==> src/hw/rtl/cmeu_pkg.sv <==
`timescale 1ns / 1ps
// ----------------------------------------------------------------------------
// CPUID and MSR emulation unit package
// Shared codes, table contents, command and result types of the unit.
// ----------------------------------------------------------------------------
package cmeu_pkg;

   // Operation codes of an input beat.
   localparam logic [2:0] OPC_CPUID  = 3'd0;
   localparam logic [2:0] OPC_TBL_WR = 3'd1;
   localparam logic [2:0] OPC_RDTSC  = 3'd2;
   localparam logic [2:0] OPC_RDMSR  = 3'd3;
   localparam logic [2:0] OPC_WRMSR  = 3'd4;

   // CPUID table geometry.
   localparam int TBL_DEPTH    = 20;
   localparam int SLOT_W       = $clog2(TBL_DEPTH);
   localparam int CPUID_WORDS  = 4;
   localparam int WIDX_W       = $clog2(CPUID_WORDS);
   localparam int CNT_W        = $clog2(CPUID_WORDS + 1);

   localparam logic [31:0] EXT_BIT = 32'h8000_0000;

   // Address of each table slot: bits 31..4 hold the leaf, bits 3..0 the word.
   localparam logic [31:0] TBL_ADDR [TBL_DEPTH] = '{
      32'h0000_0000, 32'h0000_0001, 32'h0000_0002, 32'h0000_0003,
      32'h0000_0010, 32'h0000_0013,
      32'h8000_0000, 32'h8000_0012,
      32'h8000_0020, 32'h8000_0021, 32'h8000_0022, 32'h8000_0023,
      32'h8000_0030, 32'h8000_0031, 32'h8000_0032, 32'h8000_0033,
      32'h8000_0040, 32'h8000_0041, 32'h8000_0042, 32'h8000_0043
   };

   // Contents of each slot after reset.
   localparam logic [31:0] TBL_INIT [TBL_DEPTH] = '{
      32'h0000_0002, 32'h0000_0000, 32'h0000_0000, 32'h0000_0000,
      32'h0000_0673, 32'h0182_a9ff,
      32'h8000_0004, 32'h0010_0000,
      32'h0000_0000, 32'h0000_0000, 32'h0000_0000, 32'h0000_0000,
      32'h0000_0000, 32'h0000_0000, 32'h0000_0000, 32'h0000_0000,
      32'h0000_0000, 32'h0000_0000, 32'h0000_0000, 32'h0000_0000
   };

   // Slots that hold the maximum basic and extended leaf.
   localparam logic [SLOT_W-1:0] SLOT_MAX_BASIC = SLOT_W'(0);
   localparam logic [SLOT_W-1:0] SLOT_MAX_EXT   = SLOT_W'(6);

   // MSR numbers.
   localparam logic [31:0] MSR_TSC         = 32'h0000_0010;
   localparam logic [31:0] MSR_SYS_BASE    = 32'h0000_0174;
   localparam int          SYSENTER_COUNT  = 3;
   localparam int          SYS_W           = $clog2(SYSENTER_COUNT);
   localparam logic [31:0] MSR_SYS_LAST    = MSR_SYS_BASE + 32'(SYSENTER_COUNT - 1);
   localparam logic [31:0] MSR_UCODE_REV   = 32'h0000_008b;
   localparam logic [31:0] MSR_MTRR_CAP    = 32'h0000_0250;
   localparam logic [31:0] MSR_MTRR_DEF    = 32'h0000_0258;
   localparam logic [31:0] MSR_MTRR_FIX16  = 32'h0000_0259;
   localparam logic [31:0] MSR_MTRR_FIX4_LO = 32'h0000_0268;
   localparam logic [31:0] MSR_MTRR_FIX4_HI = 32'h0000_026f;

   // Depth of the command queue between front and back.
   localparam int QUEUE_DEPTH = 2;
   localparam int QPTR_W      = $clog2(QUEUE_DEPTH);
   localparam int QCNT_W      = $clog2(QUEUE_DEPTH + 1);

   // Work classes that the front assigns to a beat.
   typedef enum logic [3:0] {
      KIND_CPUID,
      KIND_TBL_WR,
      KIND_TSC_RD,
      KIND_TSC_WR,
      KIND_SYS_RD,
      KIND_SYS_WR,
      KIND_ZERO_RD,
      KIND_FAULT,
      KIND_UNHANDLED
   } kind_type;

   // Sequencer states of the back.
   typedef enum logic [1:0] {
      ST_IDLE,
      ST_CPUID,
      ST_TBL_WB
   } state_type;

   typedef struct packed {
      logic              hit;
      logic [SLOT_W-1:0] idx;
   } slot_hit_type;

   // One classified command as it travels through the queue.
   typedef struct packed {
      kind_type          kind;
      logic [31:0]       leaf;
      logic [SLOT_W-1:0] slot;
      logic [SYS_W-1:0]  sys_idx;
      logic [31:0]       keep_mask;
      logic [31:0]       set_bits;
      logic [63:0]       write_data;
      logic [63:0]       host_time;
   } cmd_type;

   // One result beat.
   typedef struct packed {
      logic [31:0] word_a;
      logic [31:0] word_b;
      logic [31:0] word_c;
      logic [31:0] word_d;
      logic [63:0] read_data;
      logic        general_protection;
      logic        handled;
   } rsp_type;

   // Finds the table slot of a CPUID word address.
   function automatic slot_hit_type slot_lookup(input logic [31:0] addr);
      slot_hit_type r;
      r = '0;
      for (int i = 0; i < TBL_DEPTH; i++) begin
         if (TBL_ADDR[i] == addr) begin
            r.hit = 1'b1;
            r.idx = SLOT_W'(i);
         end
      end
      return r;
   endfunction

endpackage

==> src/hw/rtl/cmeu_ram.sv <==
`timescale 1ns / 1ps
// ----------------------------------------------------------------------------
// Generic RAM
// One write port and one read port with registered read data.
// ----------------------------------------------------------------------------
module cmeu_ram #(
   parameter int WIDTH = 32,
   parameter int DEPTH = 20
) (
   input  logic                     clock,
   input  logic                     wr_en,
   input  logic [$clog2(DEPTH)-1:0] wr_addr,
   input  logic [WIDTH-1:0]         wr_data,
   input  logic                     rd_en,
   input  logic [$clog2(DEPTH)-1:0] rd_addr,
   output logic [WIDTH-1:0]         rd_data
);

   logic [WIDTH-1:0] mem_ff [DEPTH];
   logic [WIDTH-1:0] rd_data_ff;

   // Storage and registered read.
   always_ff @(posedge clock) begin
      if (wr_en) begin
         mem_ff[wr_addr] <= wr_data;
      end
      if (rd_en) begin
         rd_data_ff <= mem_ff[rd_addr];
      end
   end

   assign rd_data = rd_data_ff;

endmodule

==> src/hw/rtl/cmeu_front.sv <==
`timescale 1ns / 1ps
// ----------------------------------------------------------------------------
// CPUID and MSR unit front end
// Accepts request beats and sorts each one into a work class for the back.
// ----------------------------------------------------------------------------
module cmeu_front
   import cmeu_pkg::*;
(
   input  logic        req_push,
   output logic        req_full,
   input  logic [2:0]  req_operation,
   input  logic [31:0] req_leaf,
   input  logic [1:0]  req_sub_register,
   input  logic [31:0] req_keep_mask,
   input  logic [31:0] req_set_bits,
   input  logic [31:0] req_msr_index,
   input  logic [63:0] req_write_data,
   input  logic [63:0] req_host_time,
   input  logic        queue_full,
   output logic        queue_push,
   output cmd_type     queue_cmd
);

   logic [31:0]      wr_addr;
   slot_hit_type     wr_slot;
   logic             msr_is_tsc;
   logic             msr_is_sys;
   logic             msr_is_zero;
   logic [31:0]      sys_offset;

   // Table write address keeps the extended bit of the leaf.
   assign wr_addr = {req_leaf[27:0], 4'h0} | {30'h0, req_sub_register} | (req_leaf & EXT_BIT);
   assign wr_slot = slot_lookup(wr_addr);

   // MSR decode.
   assign msr_is_tsc = (req_msr_index == MSR_TSC);
   assign msr_is_sys = (req_msr_index >= MSR_SYS_BASE) &&
                       (req_msr_index <= MSR_SYS_LAST);
   assign msr_is_zero = (req_msr_index == MSR_UCODE_REV) ||
                        (req_msr_index == MSR_MTRR_CAP) ||
                        (req_msr_index == MSR_MTRR_DEF) ||
                        (req_msr_index == MSR_MTRR_FIX16) ||
                        ((req_msr_index >= MSR_MTRR_FIX4_LO) &&
                         (req_msr_index <= MSR_MTRR_FIX4_HI));
   assign sys_offset = req_msr_index - MSR_SYS_BASE;

   // Classification of the beat.
   always_comb begin
      queue_cmd            = '0;
      queue_cmd.leaf       = req_leaf;
      queue_cmd.slot       = wr_slot.idx;
      queue_cmd.sys_idx    = sys_offset[SYS_W-1:0];
      queue_cmd.keep_mask  = req_keep_mask;
      queue_cmd.set_bits   = req_set_bits;
      queue_cmd.write_data = req_write_data;
      queue_cmd.host_time  = req_host_time;
      case (req_operation)
         OPC_CPUID: begin
            queue_cmd.kind = KIND_CPUID;
         end
         OPC_TBL_WR: begin
            queue_cmd.kind = wr_slot.hit ? KIND_TBL_WR : KIND_UNHANDLED;
         end
         OPC_RDTSC: begin
            queue_cmd.kind = KIND_TSC_RD;
         end
         OPC_RDMSR: begin
            if (msr_is_tsc) begin
               queue_cmd.kind = KIND_TSC_RD;
            end else if (msr_is_sys) begin
               queue_cmd.kind = KIND_SYS_RD;
            end else if (msr_is_zero) begin
               queue_cmd.kind = KIND_ZERO_RD;
            end else begin
               queue_cmd.kind = KIND_FAULT;
            end
         end
         OPC_WRMSR: begin
            if (msr_is_tsc) begin
               queue_cmd.kind = KIND_TSC_WR;
            end else if (msr_is_sys) begin
               queue_cmd.kind = KIND_SYS_WR;
            end else begin
               queue_cmd.kind = KIND_FAULT;
            end
         end
         default: begin
            queue_cmd.kind = KIND_UNHANDLED;
         end
      endcase
   end

   // Handshake toward the queue.
   assign req_full   = queue_full;
   assign queue_push = req_push && !queue_full;

endmodule

==> src/hw/rtl/cmeu_queue.sv <==
`timescale 1ns / 1ps
// ----------------------------------------------------------------------------
// CPUID and MSR unit command queue
// Short queue of classified commands between the front and the back.
// ----------------------------------------------------------------------------
module cmeu_queue
   import cmeu_pkg::*;
(
   input  logic    clock,
   input  logic    reset,
   input  logic    push,
   input  cmd_type push_cmd,
   output logic    full,
   input  logic    pop,
   output logic    empty,
   output cmd_type head
);

   cmd_type           entry_ff [QUEUE_DEPTH];
   logic [QPTR_W-1:0] wr_ptr_ff, wr_ptr_in;
   logic [QPTR_W-1:0] rd_ptr_ff, rd_ptr_in;
   logic [QCNT_W-1:0] count_ff, count_in;
   logic              do_push;
   logic              do_pop;

   assign full    = (count_ff == QCNT_W'(QUEUE_DEPTH));
   assign empty   = (count_ff == '0);
   assign head    = entry_ff[rd_ptr_ff];
   assign do_push = push && !full;
   assign do_pop  = pop && !empty;

   // Pointer and fill count update.
   always_comb begin
      wr_ptr_in = wr_ptr_ff;
      rd_ptr_in = rd_ptr_ff;
      count_in  = count_ff;
      if (do_push) begin
         wr_ptr_in = (wr_ptr_ff == QPTR_W'(QUEUE_DEPTH - 1)) ? '0 : wr_ptr_ff + QPTR_W'(1);
      end
      if (do_pop) begin
         rd_ptr_in = (rd_ptr_ff == QPTR_W'(QUEUE_DEPTH - 1)) ? '0 : rd_ptr_ff + QPTR_W'(1);
      end
      if (do_push && !do_pop) begin
         count_in = count_ff + QCNT_W'(1);
      end else if (do_pop && !do_push) begin
         count_in = count_ff - QCNT_W'(1);
      end
   end

   // Control registers.
   always_ff @(posedge clock) begin
      if (reset) begin
         wr_ptr_ff <= '0;
         rd_ptr_ff <= '0;
         count_ff  <= '0;
      end else begin
         wr_ptr_ff <= wr_ptr_in;
         rd_ptr_ff <= rd_ptr_in;
         count_ff  <= count_in;
      end
   end

   // Entry storage.
   always_ff @(posedge clock) begin
      if (do_push) begin
         entry_ff[wr_ptr_ff] <= push_cmd;
      end
   end

endmodule

==> src/hw/rtl/cmeu_back.sv <==
`timescale 1ns / 1ps
// ----------------------------------------------------------------------------
// CPUID and MSR unit back end
// Executes classified commands against the CPUID table and MSR state and
// holds the result beat until it is taken.
// ----------------------------------------------------------------------------
module cmeu_back
   import cmeu_pkg::*;
(
   input  logic    clock,
   input  logic    reset,
   input  logic    queue_empty,
   input  cmd_type queue_head,
   output logic    queue_pop,
   output logic    rsp_valid,
   input  logic    rsp_pop,
   output rsp_type rsp
);

   state_type         state_ff, state_in;
   logic [CNT_W-1:0]  cnt_ff, cnt_in;
   logic [31:0]       base_ff, base_in;
   cmd_type           cur_ff, cur_in;
   logic              rd_hit_ff, rd_hit_in;
   logic [SLOT_W-1:0] rd_slot_ff, rd_slot_in;
   logic [31:0]       words_ff [CPUID_WORDS-1];
   logic [31:0]       words_in [CPUID_WORDS-1];
   logic [TBL_DEPTH-1:0] valid_ff, valid_in;
   logic [31:0]       max_basic_ff, max_basic_in;
   logic [31:0]       max_ext_ff, max_ext_in;
   logic [63:0]       tsc_offset_ff, tsc_offset_in;
   logic [63:0]       sys_ff [SYSENTER_COUNT];
   logic [63:0]       sys_in [SYSENTER_COUNT];
   logic              rsp_valid_ff, rsp_valid_in;
   rsp_type           rsp_ff, rsp_in;

   logic              ram_wr_en;
   logic [SLOT_W-1:0] ram_wr_addr;
   logic [31:0]       ram_wr_data;
   logic              ram_rd_en;
   logic [SLOT_W-1:0] ram_rd_addr;
   logic [31:0]       ram_rd_data;

   logic              out_free;
   logic [31:0]       head_base;
   logic              head_ext;
   slot_hit_type      word_look;
   logic [31:0]       read_word;
   logic [31:0]       old_word;
   logic [31:0]       merged_word;
   logic [CNT_W-1:0]  cnt_prev;

   // Table storage; slots not yet written read their reset contents.
   cmeu_ram #(
      .WIDTH (32),
      .DEPTH (TBL_DEPTH)
   ) u_table (
      .clock   (clock),
      .wr_en   (ram_wr_en),
      .wr_addr (ram_wr_addr),
      .wr_data (ram_wr_data),
      .rd_en   (ram_rd_en),
      .rd_addr (ram_rd_addr),
      .rd_data (ram_rd_data)
   );

   // The output register is free when empty or being taken this cycle.
   assign out_free = !rsp_valid_ff || rsp_pop;

   // Base address of the requested CPUID leaf, clamped to the stored maxima.
   assign head_ext = queue_head.leaf[31] && (queue_head.leaf <= max_ext_ff);
   always_comb begin
      if (head_ext) begin
         head_base = {queue_head.leaf[27:0], 4'h0} | EXT_BIT;
      end else if (queue_head.leaf > max_basic_ff) begin
         head_base = {max_basic_ff[27:0], 4'h0};
      end else begin
         head_base = {queue_head.leaf[27:0], 4'h0};
      end
   end

   // Table word lookups.
   assign word_look   = slot_lookup(base_ff | {30'h0, cnt_ff[WIDX_W-1:0]});
   assign read_word   = !rd_hit_ff ? '0 :
                        (valid_ff[rd_slot_ff] ? ram_rd_data : TBL_INIT[rd_slot_ff]);
   assign old_word    = valid_ff[cur_ff.slot] ? ram_rd_data : TBL_INIT[cur_ff.slot];
   assign merged_word = (old_word & cur_ff.keep_mask) | cur_ff.set_bits;
   assign cnt_prev    = cnt_ff - CNT_W'(1);

   // Sequencer.
   always_comb begin
      state_in      = state_ff;
      cnt_in        = cnt_ff;
      base_in       = base_ff;
      cur_in        = cur_ff;
      rd_hit_in     = rd_hit_ff;
      rd_slot_in    = rd_slot_ff;
      words_in      = words_ff;
      valid_in      = valid_ff;
      max_basic_in  = max_basic_ff;
      max_ext_in    = max_ext_ff;
      tsc_offset_in = tsc_offset_ff;
      sys_in        = sys_ff;
      rsp_valid_in  = rsp_valid_ff && !rsp_pop;
      rsp_in        = rsp_ff;
      queue_pop     = 1'b0;
      ram_wr_en     = 1'b0;
      ram_wr_addr   = cur_ff.slot;
      ram_wr_data   = merged_word;
      ram_rd_en     = 1'b0;
      ram_rd_addr   = queue_head.slot;

      case (state_ff)
         ST_IDLE: begin
            if (!queue_empty && out_free) begin
               queue_pop = 1'b1;
               cur_in    = queue_head;
               rsp_in    = '0;
               case (queue_head.kind)
                  KIND_CPUID: begin
                     base_in  = head_base;
                     cnt_in   = '0;
                     state_in = ST_CPUID;
                  end
                  KIND_TBL_WR: begin
                     ram_rd_en = 1'b1;
                     state_in  = ST_TBL_WB;
                  end
                  KIND_TSC_RD: begin
                     rsp_in.read_data = tsc_offset_ff + queue_head.host_time;
                     rsp_in.handled   = 1'b1;
                     rsp_valid_in     = 1'b1;
                  end
                  KIND_TSC_WR: begin
                     tsc_offset_in  = queue_head.write_data - queue_head.host_time;
                     rsp_in.handled = 1'b1;
                     rsp_valid_in   = 1'b1;
                  end
                  KIND_SYS_RD: begin
                     rsp_in.read_data = sys_ff[queue_head.sys_idx];
                     rsp_in.handled   = 1'b1;
                     rsp_valid_in     = 1'b1;
                  end
                  KIND_SYS_WR: begin
                     sys_in[queue_head.sys_idx] = queue_head.write_data;
                     rsp_in.handled = 1'b1;
                     rsp_valid_in   = 1'b1;
                  end
                  KIND_ZERO_RD: begin
                     rsp_in.handled = 1'b1;
                     rsp_valid_in   = 1'b1;
                  end
                  KIND_FAULT: begin
                     rsp_in.general_protection = 1'b1;
                     rsp_in.handled            = 1'b1;
                     rsp_valid_in              = 1'b1;
                  end
                  default: begin
                     rsp_valid_in = 1'b1;
                  end
               endcase
            end
         end

         // One table read per cycle; data of the previous read is captured.
         ST_CPUID: begin
            ram_rd_en   = (cnt_ff != CNT_W'(CPUID_WORDS));
            ram_rd_addr = word_look.idx;
            rd_hit_in   = word_look.hit;
            rd_slot_in  = word_look.idx;
            cnt_in      = cnt_ff + CNT_W'(1);
            if (cnt_ff != '0 && cnt_ff != CNT_W'(CPUID_WORDS)) begin
               words_in[cnt_prev[WIDX_W-1:0]] = read_word;
            end
            if (cnt_ff == CNT_W'(CPUID_WORDS)) begin
               rsp_in        = '0;
               rsp_in.word_a = words_ff[0];
               rsp_in.word_b = words_ff[1];
               rsp_in.word_c = words_ff[2];
               rsp_in.word_d = read_word;
               rsp_in.handled = 1'b1;
               rsp_valid_in  = 1'b1;
               state_in      = ST_IDLE;
            end
         end

         // Merge and write back the table word read in the previous cycle.
         ST_TBL_WB: begin
            ram_wr_en = 1'b1;
            valid_in[cur_ff.slot] = 1'b1;
            if (cur_ff.slot == SLOT_MAX_BASIC) begin
               max_basic_in = merged_word;
            end
            if (cur_ff.slot == SLOT_MAX_EXT) begin
               max_ext_in = merged_word;
            end
            rsp_in         = '0;
            rsp_in.handled = 1'b1;
            rsp_valid_in   = 1'b1;
            state_in       = ST_IDLE;
         end

         default: begin
            state_in = ST_IDLE;
         end
      endcase
   end

   // Control and architectural state.
   always_ff @(posedge clock) begin
      if (reset) begin
         state_ff      <= ST_IDLE;
         cnt_ff        <= '0;
         valid_ff      <= '0;
         max_basic_ff  <= TBL_INIT[SLOT_MAX_BASIC];
         max_ext_ff    <= TBL_INIT[SLOT_MAX_EXT];
         tsc_offset_ff <= '0;
         for (int i = 0; i < SYSENTER_COUNT; i++) begin
            sys_ff[i] <= '0;
         end
         rsp_valid_ff  <= 1'b0;
      end else begin
         state_ff      <= state_in;
         cnt_ff        <= cnt_in;
         valid_ff      <= valid_in;
         max_basic_ff  <= max_basic_in;
         max_ext_ff    <= max_ext_in;
         tsc_offset_ff <= tsc_offset_in;
         sys_ff        <= sys_in;
         rsp_valid_ff  <= rsp_valid_in;
      end
   end

   // Payload registers.
   always_ff @(posedge clock) begin
      base_ff    <= base_in;
      cur_ff     <= cur_in;
      rd_hit_ff  <= rd_hit_in;
      rd_slot_ff <= rd_slot_in;
      words_ff   <= words_in;
      rsp_ff     <= rsp_in;
   end

   assign rsp_valid = rsp_valid_ff;
   assign rsp       = rsp_ff;

endmodule

==> src/hw/rtl/cpuid_msr_emulation_unit.sv <==
`timescale 1ns / 1ps
// ----------------------------------------------------------------------------
// CPUID and MSR emulation unit
// Emulated CPUID table, TSC offset and SYSENTER MSRs of a virtual CPU.
// ----------------------------------------------------------------------------
// Usage:
//   Requests enter as queue pushes: a beat is taken when req_push is high and
//   req_full is low. Each request gives exactly one result beat, shown on the
//   rsp_ ports while rsp_empty is low and taken when rsp_pop is high.
//   A front end classifies each beat into a two-entry command queue; the back
//   end executes one command at a time with a table RAM that has one read port.
//   Throughput: 1 beat per cycle for MSR and TSC work while the receiver
//   takes each result; a table write reads the word, then merges and writes
//   it back, and a cpuid fetches the four words in turn through the one RAM
//   read port; the back end takes no other command until it is done.
//   Reset restores the table contents, clears the TSC offset and SYSENTER
//   registers and empties the queue and the result register at once.
//   While the receiver stalls, the result register holds its beat and the
//   queue keeps taking requests until it is full.
// ----------------------------------------------------------------------------
module cpuid_msr_emulation_unit
   import cmeu_pkg::*;
(
   input  logic        clock,
   input  logic        reset,
   input  logic        req_push,
   output logic        req_full,
   input  logic [2:0]  req_operation,
   input  logic [31:0] req_leaf,
   input  logic [1:0]  req_sub_register,
   input  logic [31:0] req_keep_mask,
   input  logic [31:0] req_set_bits,
   input  logic [31:0] req_msr_index,
   input  logic [63:0] req_write_data,
   input  logic [63:0] req_host_time,
   output logic        rsp_empty,
   input  logic        rsp_pop,
   output logic [31:0] rsp_word_a,
   output logic [31:0] rsp_word_b,
   output logic [31:0] rsp_word_c,
   output logic [31:0] rsp_word_d,
   output logic [63:0] rsp_read_data,
   output logic        rsp_general_protection,
   output logic        rsp_handled
);

   logic    queue_full;
   logic    queue_push;
   cmd_type queue_cmd;
   logic    queue_empty;
   logic    queue_pop;
   cmd_type queue_head;
   logic    rsp_valid;
   rsp_type rsp;

   // Front end: classification.
   cmeu_front u_front (
      .req_push         (req_push),
      .req_full         (req_full),
      .req_operation    (req_operation),
      .req_leaf         (req_leaf),
      .req_sub_register (req_sub_register),
      .req_keep_mask    (req_keep_mask),
      .req_set_bits     (req_set_bits),
      .req_msr_index    (req_msr_index),
      .req_write_data   (req_write_data),
      .req_host_time    (req_host_time),
      .queue_full       (queue_full),
      .queue_push       (queue_push),
      .queue_cmd        (queue_cmd)
   );

   // Command queue.
   cmeu_queue u_queue (
      .clock    (clock),
      .reset    (reset),
      .push     (queue_push),
      .push_cmd (queue_cmd),
      .full     (queue_full),
      .pop      (queue_pop),
      .empty    (queue_empty),
      .head     (queue_head)
   );

   // Back end: execution and result register.
   cmeu_back u_back (
      .clock       (clock),
      .reset       (reset),
      .queue_empty (queue_empty),
      .queue_head  (queue_head),
      .queue_pop   (queue_pop),
      .rsp_valid   (rsp_valid),
      .rsp_pop     (rsp_pop),
      .rsp         (rsp)
   );

   // Result beat.
   assign rsp_empty              = !rsp_valid;
   assign rsp_word_a             = rsp.word_a;
   assign rsp_word_b             = rsp.word_b;
   assign rsp_word_c             = rsp.word_c;
   assign rsp_word_d             = rsp.word_d;
   assign rsp_read_data          = rsp.read_data;
   assign rsp_general_protection = rsp.general_protection;
   assign rsp_handled            = rsp.handled;

endmodule

==> config.mk <==
export PLATFORM = sky130hd
export DESIGN_NAME = cpuid_msr_emulation_unit
export DESIGN_NICKNAME = d
export VERILOG_FILES = /design/src/hw/rtl/cmeu_pkg.sv /design/src/hw/rtl/cmeu_ram.sv /design/src/hw/rtl/cmeu_front.sv /design/src/hw/rtl/cmeu_queue.sv /design/src/hw/rtl/cmeu_back.sv /design/src/hw/rtl/cpuid_msr_emulation_unit.sv
export SDC_FILE = /design/constraint.sdc
export NUM_CORES = 2
export LEC_CHECK = 0
export ABC_AREA = 1
export BUFFER_PORTS_ARGS = -buffer_cell sky130_fd_sc_hd__buf_2
export CAP_MARGIN = 5
export CORE_MARGIN = 2
export CORE_UTILIZATION = 35
export DETAILED_ROUTE_END_ITERATION = 12
export SLEW_MARGIN = 20
export SYNTH_ARGS = -nofsm -noshare
export SYNTH_HDL_FRONTEND = slang
export SYNTH_SLANG_ARGS = --single-unit
==> constraint.sdc <==
create_clock -name clock -period 12.1 [get_ports clock]
set_input_delay 0.605 -clock clock [delete_from_list [all_inputs] [get_ports clock]]
set_output_delay 0.605 -clock clock [all_outputs]
set_load 0.1 [all_outputs]
==> results.md <==
- Delay of the slowest cell on the worst path: 0.64 ns
- DPL Wire Length: 186000 microns
- Pin slew with the least headroom to its limit: 1.15 ns
- Clock skew: 0.0874 ns
- Setup tns final: 0 ns
- DR DRC count: 0
- Most frequent cell after synthesis: edfxtp_1
- Final Instance Area: 100000 sq um
- Layout cell share with drive strength beyond 1: 11.2%
- Total gr overflow: 0
- Core area: 243000 sq um
- Vias/cell: 5.14
- GP Congestion: 0.982
- Slew margin rel.: 23.0%
- Fillcell total: 23200
- Clock Sinks: 1886
- Routed vias: 64900
- Register bit total from synthesis: 1886
- CTS tree: built
- Leakage: 0.0402 uW
- Final Critical Period: 6.17 ns
- P&R area growth vs syn: 16.9%
- Critical-path cell list: buf_4 -> buf_4 -> buf_4 -> o21ai_0 -> inv_1 -> ha_1 -> a21oi_1 -> o21ai_0 -> inv_1 -> nand2_1 -> nand3_1 -> nand2_1 -> a21oi_1 -> inv_1 -> a21oi_1 -> inv_1 -> nand4_1 -> nand4_1 -> o21ai_0 -> a21oi_1
- Drt first pass iters: 6
- Row count: 181
- Inserted Clock Buffers: 199
- Setup crit end kind: register
- Syn_nets: 9117
- Synth area leaders: edfxtp_1, dfxtp_1, nand2_1
- Unrepaired setup endpoints after global routing: false
- Top post-synthesis cells by count: edfxtp_1, nand2_1, inv_1
- Post-synth top area share: 53.7%
- Max frequency: 162 MHz
- Final Hold Fails: 0
- Worst Path Class, Setup: reg2reg
- Mapped Area: 85800 sq um
- Initial antenna violation count: 25
- Clock Pin Slew Worst Setup and Hold Paths: 0.06 ns
- WL final: 275000 microns
- Max-cap violation count: 0
- Final Max Tran Viols: 0
- CTS root buf: clkbuf_16
- Placed Area: 91600 sq um
- Sum of buffers and inverters on the critical path: 7
- Die extent in y: 499 microns
- Vias in the first global route: 62400
- Final worst-path cycle share: 51.0%
- Largest area contributor in the netlist: edfxtp_1
- Routed Antenna Nets: 0
- EDFF count, synth: 1535
- Syn Inst Count: 8643
- Die Area: 249000 sq um
- Later-pin clock latency in the skew report: 0.87 ns
- Final net count: 9720
- Number of setup violations in the final report: 0
- Synth warn: 0
- Netlist cell types: 66
- CP max FO: 57
- Crit path max-delay family: buffers and inverters
- Buffers added on ports: 460
- Pin count of the biggest net entering global routing: 196
- Worst hold-check path type: in2reg
- First-pass GRT wire length: 403000 microns
- CP Data Required Time: 12.65 ns
- I/O pin count: 461
- Post-DR wirelength/cell: 21.8 microns
- Startpoint Class: register
- Maximum VDD drop: 0.275 mV
- Die W: 499 microns
- Register area share after synthesis: 61.9%
- Post-synthesis area per instance: 9.93 sq um
- Initial Util: 35.2%
- H-tree depth: 4
- Setup bufs post-CTS: 0
- CTS Buffer Depth: 3
- Power per cell area: 280 nW/um^2
- Main synth FF type: edfxtp_1
- Ys async rst share: 0%
- Status: finished clean
- DR iter-0 viols: 6332
- Worst path arrival time: 6.72 ns
- GRT Resource Usage Total: 21.5%
- Cell at the slowest stage of the critical path: dfxtp_4
==> power breakdown <==
group | switching (uW) | internal (uW)
Clock | 2640 | 3400
Combinational | 9980 | 2780
Sequential | 516 | 8700
==> path summary, 6_finish.rpt <==
check / start / to / slack (ns) / cells past startpoint
hold / removal: req_host_time[4] / u_queue.entry_ff[1][4]$_DFFE_PP_ / 0.06 / 1
setup / recovery: register / u_back.rsp[62]$_SDFFCE_PP0P_ / 5.93 / 20
hold reg to reg: u_back.sys_ff[53]$_SDFFE_PP0P_ / u_back.sys_ff[53]$_SDFFE_PP0P_ / 0.45 / 2
setup reg to reg: register / u_back.rsp[62]$_SDFFCE_PP0P_ / 5.93 / 20
==> through the flow <==
| step | util (%) | instances | setup slack [ns] | hold slack, ns | power (uW) |
|---|---|---|---|---|---|
| floorplan | - | 8643 | 0.760 | 0.424 | 18000 |
| global placement | 37.6 | 12000 | 5.95 | 0.432 | 21800 |
| detailed placement | 37.6 | 12000 | 5.91 | 0.438 | 21900 |
| CTS | 41.2 | 12600 | 5.90 | 0.0100 | 28100 |
| global route | 41.2 | 12600 | 5.56 | 0.0357 | 29300 |
| finish | 41.2 | 12600 | 5.93 | 0.0644 | 28000 |
==> placed cells by master (no fill, tap or decap), types with 30 or more instances in the layout <==
master	n
nand3b_1	134
inv_1	1343
o221ai_1	33
buf_2	459
nand2_1	1361
nand3_1	703
a21oi_1	639
nor2_4	30
or2_2	94
edfxtp_1	1535
o22ai_1	73
nand4_1	31
clkbuf_1	49
o21ai_0	668
dfxtp_1	350
buf_4	109
o21a_1	44
ha_1	207
dlygate4sd3_1	211
a31oi_1	34
clkinv_1	39
xor2_1	32
nor2_1	595
clkbuf_16	201
nor3_1	99
==> timing repair <==
| action | 4_1_cts | 5_1_grt |
|---|---|---|
| hold buffers | 211 | 0 |
| hold endpoints to repair | 422 | 0 |
| resized for setup | 0 | 0 |
==> worst register-to-register path, cell delays in order, from the launching register on <==
cell	delay, ns
dfxtp_4	0.64
buf_4	0.63
buf_4	0.61
buf_4	0.57
o21ai_0	0.40
inv_1	0.15
ha_1	0.30
a21oi_1	0.26
o21ai_0	0.13
inv_1	0.08
nand2_1	0.05
nand3_1	0.07
nand2_1	0.05
a21oi_1	0.33
inv_1	0.16
a21oi_1	0.20
inv_1	0.14
nand4_1	0.14
nand4_1	0.16
o21ai_0	0.57
a21oi_1	0.24
==> cells by family after synthesis <==
| logic type | count (synthesis) | synth area share (%) |
|---|---|---|
| adders and majority gates | 209 | 3.07 |
| DFF | 1886 | 61.9 |
| and+or+nand+nor | 3094 | 15.8 |
| xor gates and xnor gates | 47 | 0.480 |
| AOI/OAI and AO/OA | 1660 | 10.6 |
| muxes | 1 | 0.0117 |
| buffers and inverters | 1746 | 8.07 |
==> layer usage <==
layer	track usage [%]	vias to the layer above	wire, microns
li1	-	30500	-
met1	27.9	31400	114000
met2	35.7	2527	131000
met3	3.00	495	18300
met4	9.25	16	12500
met5	0	-	115
==> flip-flops by register name, indices dropped and copies added, names as in the netlist, 3 cells and up, named ones only <==
| name | count |
|---|---|
| u_back.u_table.mem_ff | 640 |
| u_queue.entry_ff | 470 |
| u_back.rsp | 194 |
| u_back.sys_ff | 192 |
| u_back.words_ff | 96 |
| u_back.cur_ff | 64 |
| u_back.tsc_offset_ff | 64 |
| u_back.max_basic_ff | 32 |
| u_back.max_ext_ff | 32 |
| u_back.u_table.rd_data | 32 |
| u_back.base_ff | 28 |
| u_back.valid_ff | 20 |
| u_back.ram_wr_addr | 5 |
| u_back.rd_slot_ff | 5 |
| u_back.cnt_ff | 3 |
==> final cells by class <==
| class | count | area (sq um) | share of cell area (%) |
|---|---|---|---|
| tap | 3202 | 4010 | 4.00 |
| timing repair buffer | 786 | 5380 | 5.37 |
| clock buffer | 262 | 5380 | 5.37 |
| multi-input combinational | 5011 | 26100 | 26.1 |
| antenna | 13 | 32.5 | 0.0325 |
| sequential | 1886 | 53100 | 53.0 |
| inverter | 1362 | 5130 | 5.12 |
| clock inverter | 103 | 1070 | 1.07 |
Power figures use the tool's default switching activity.
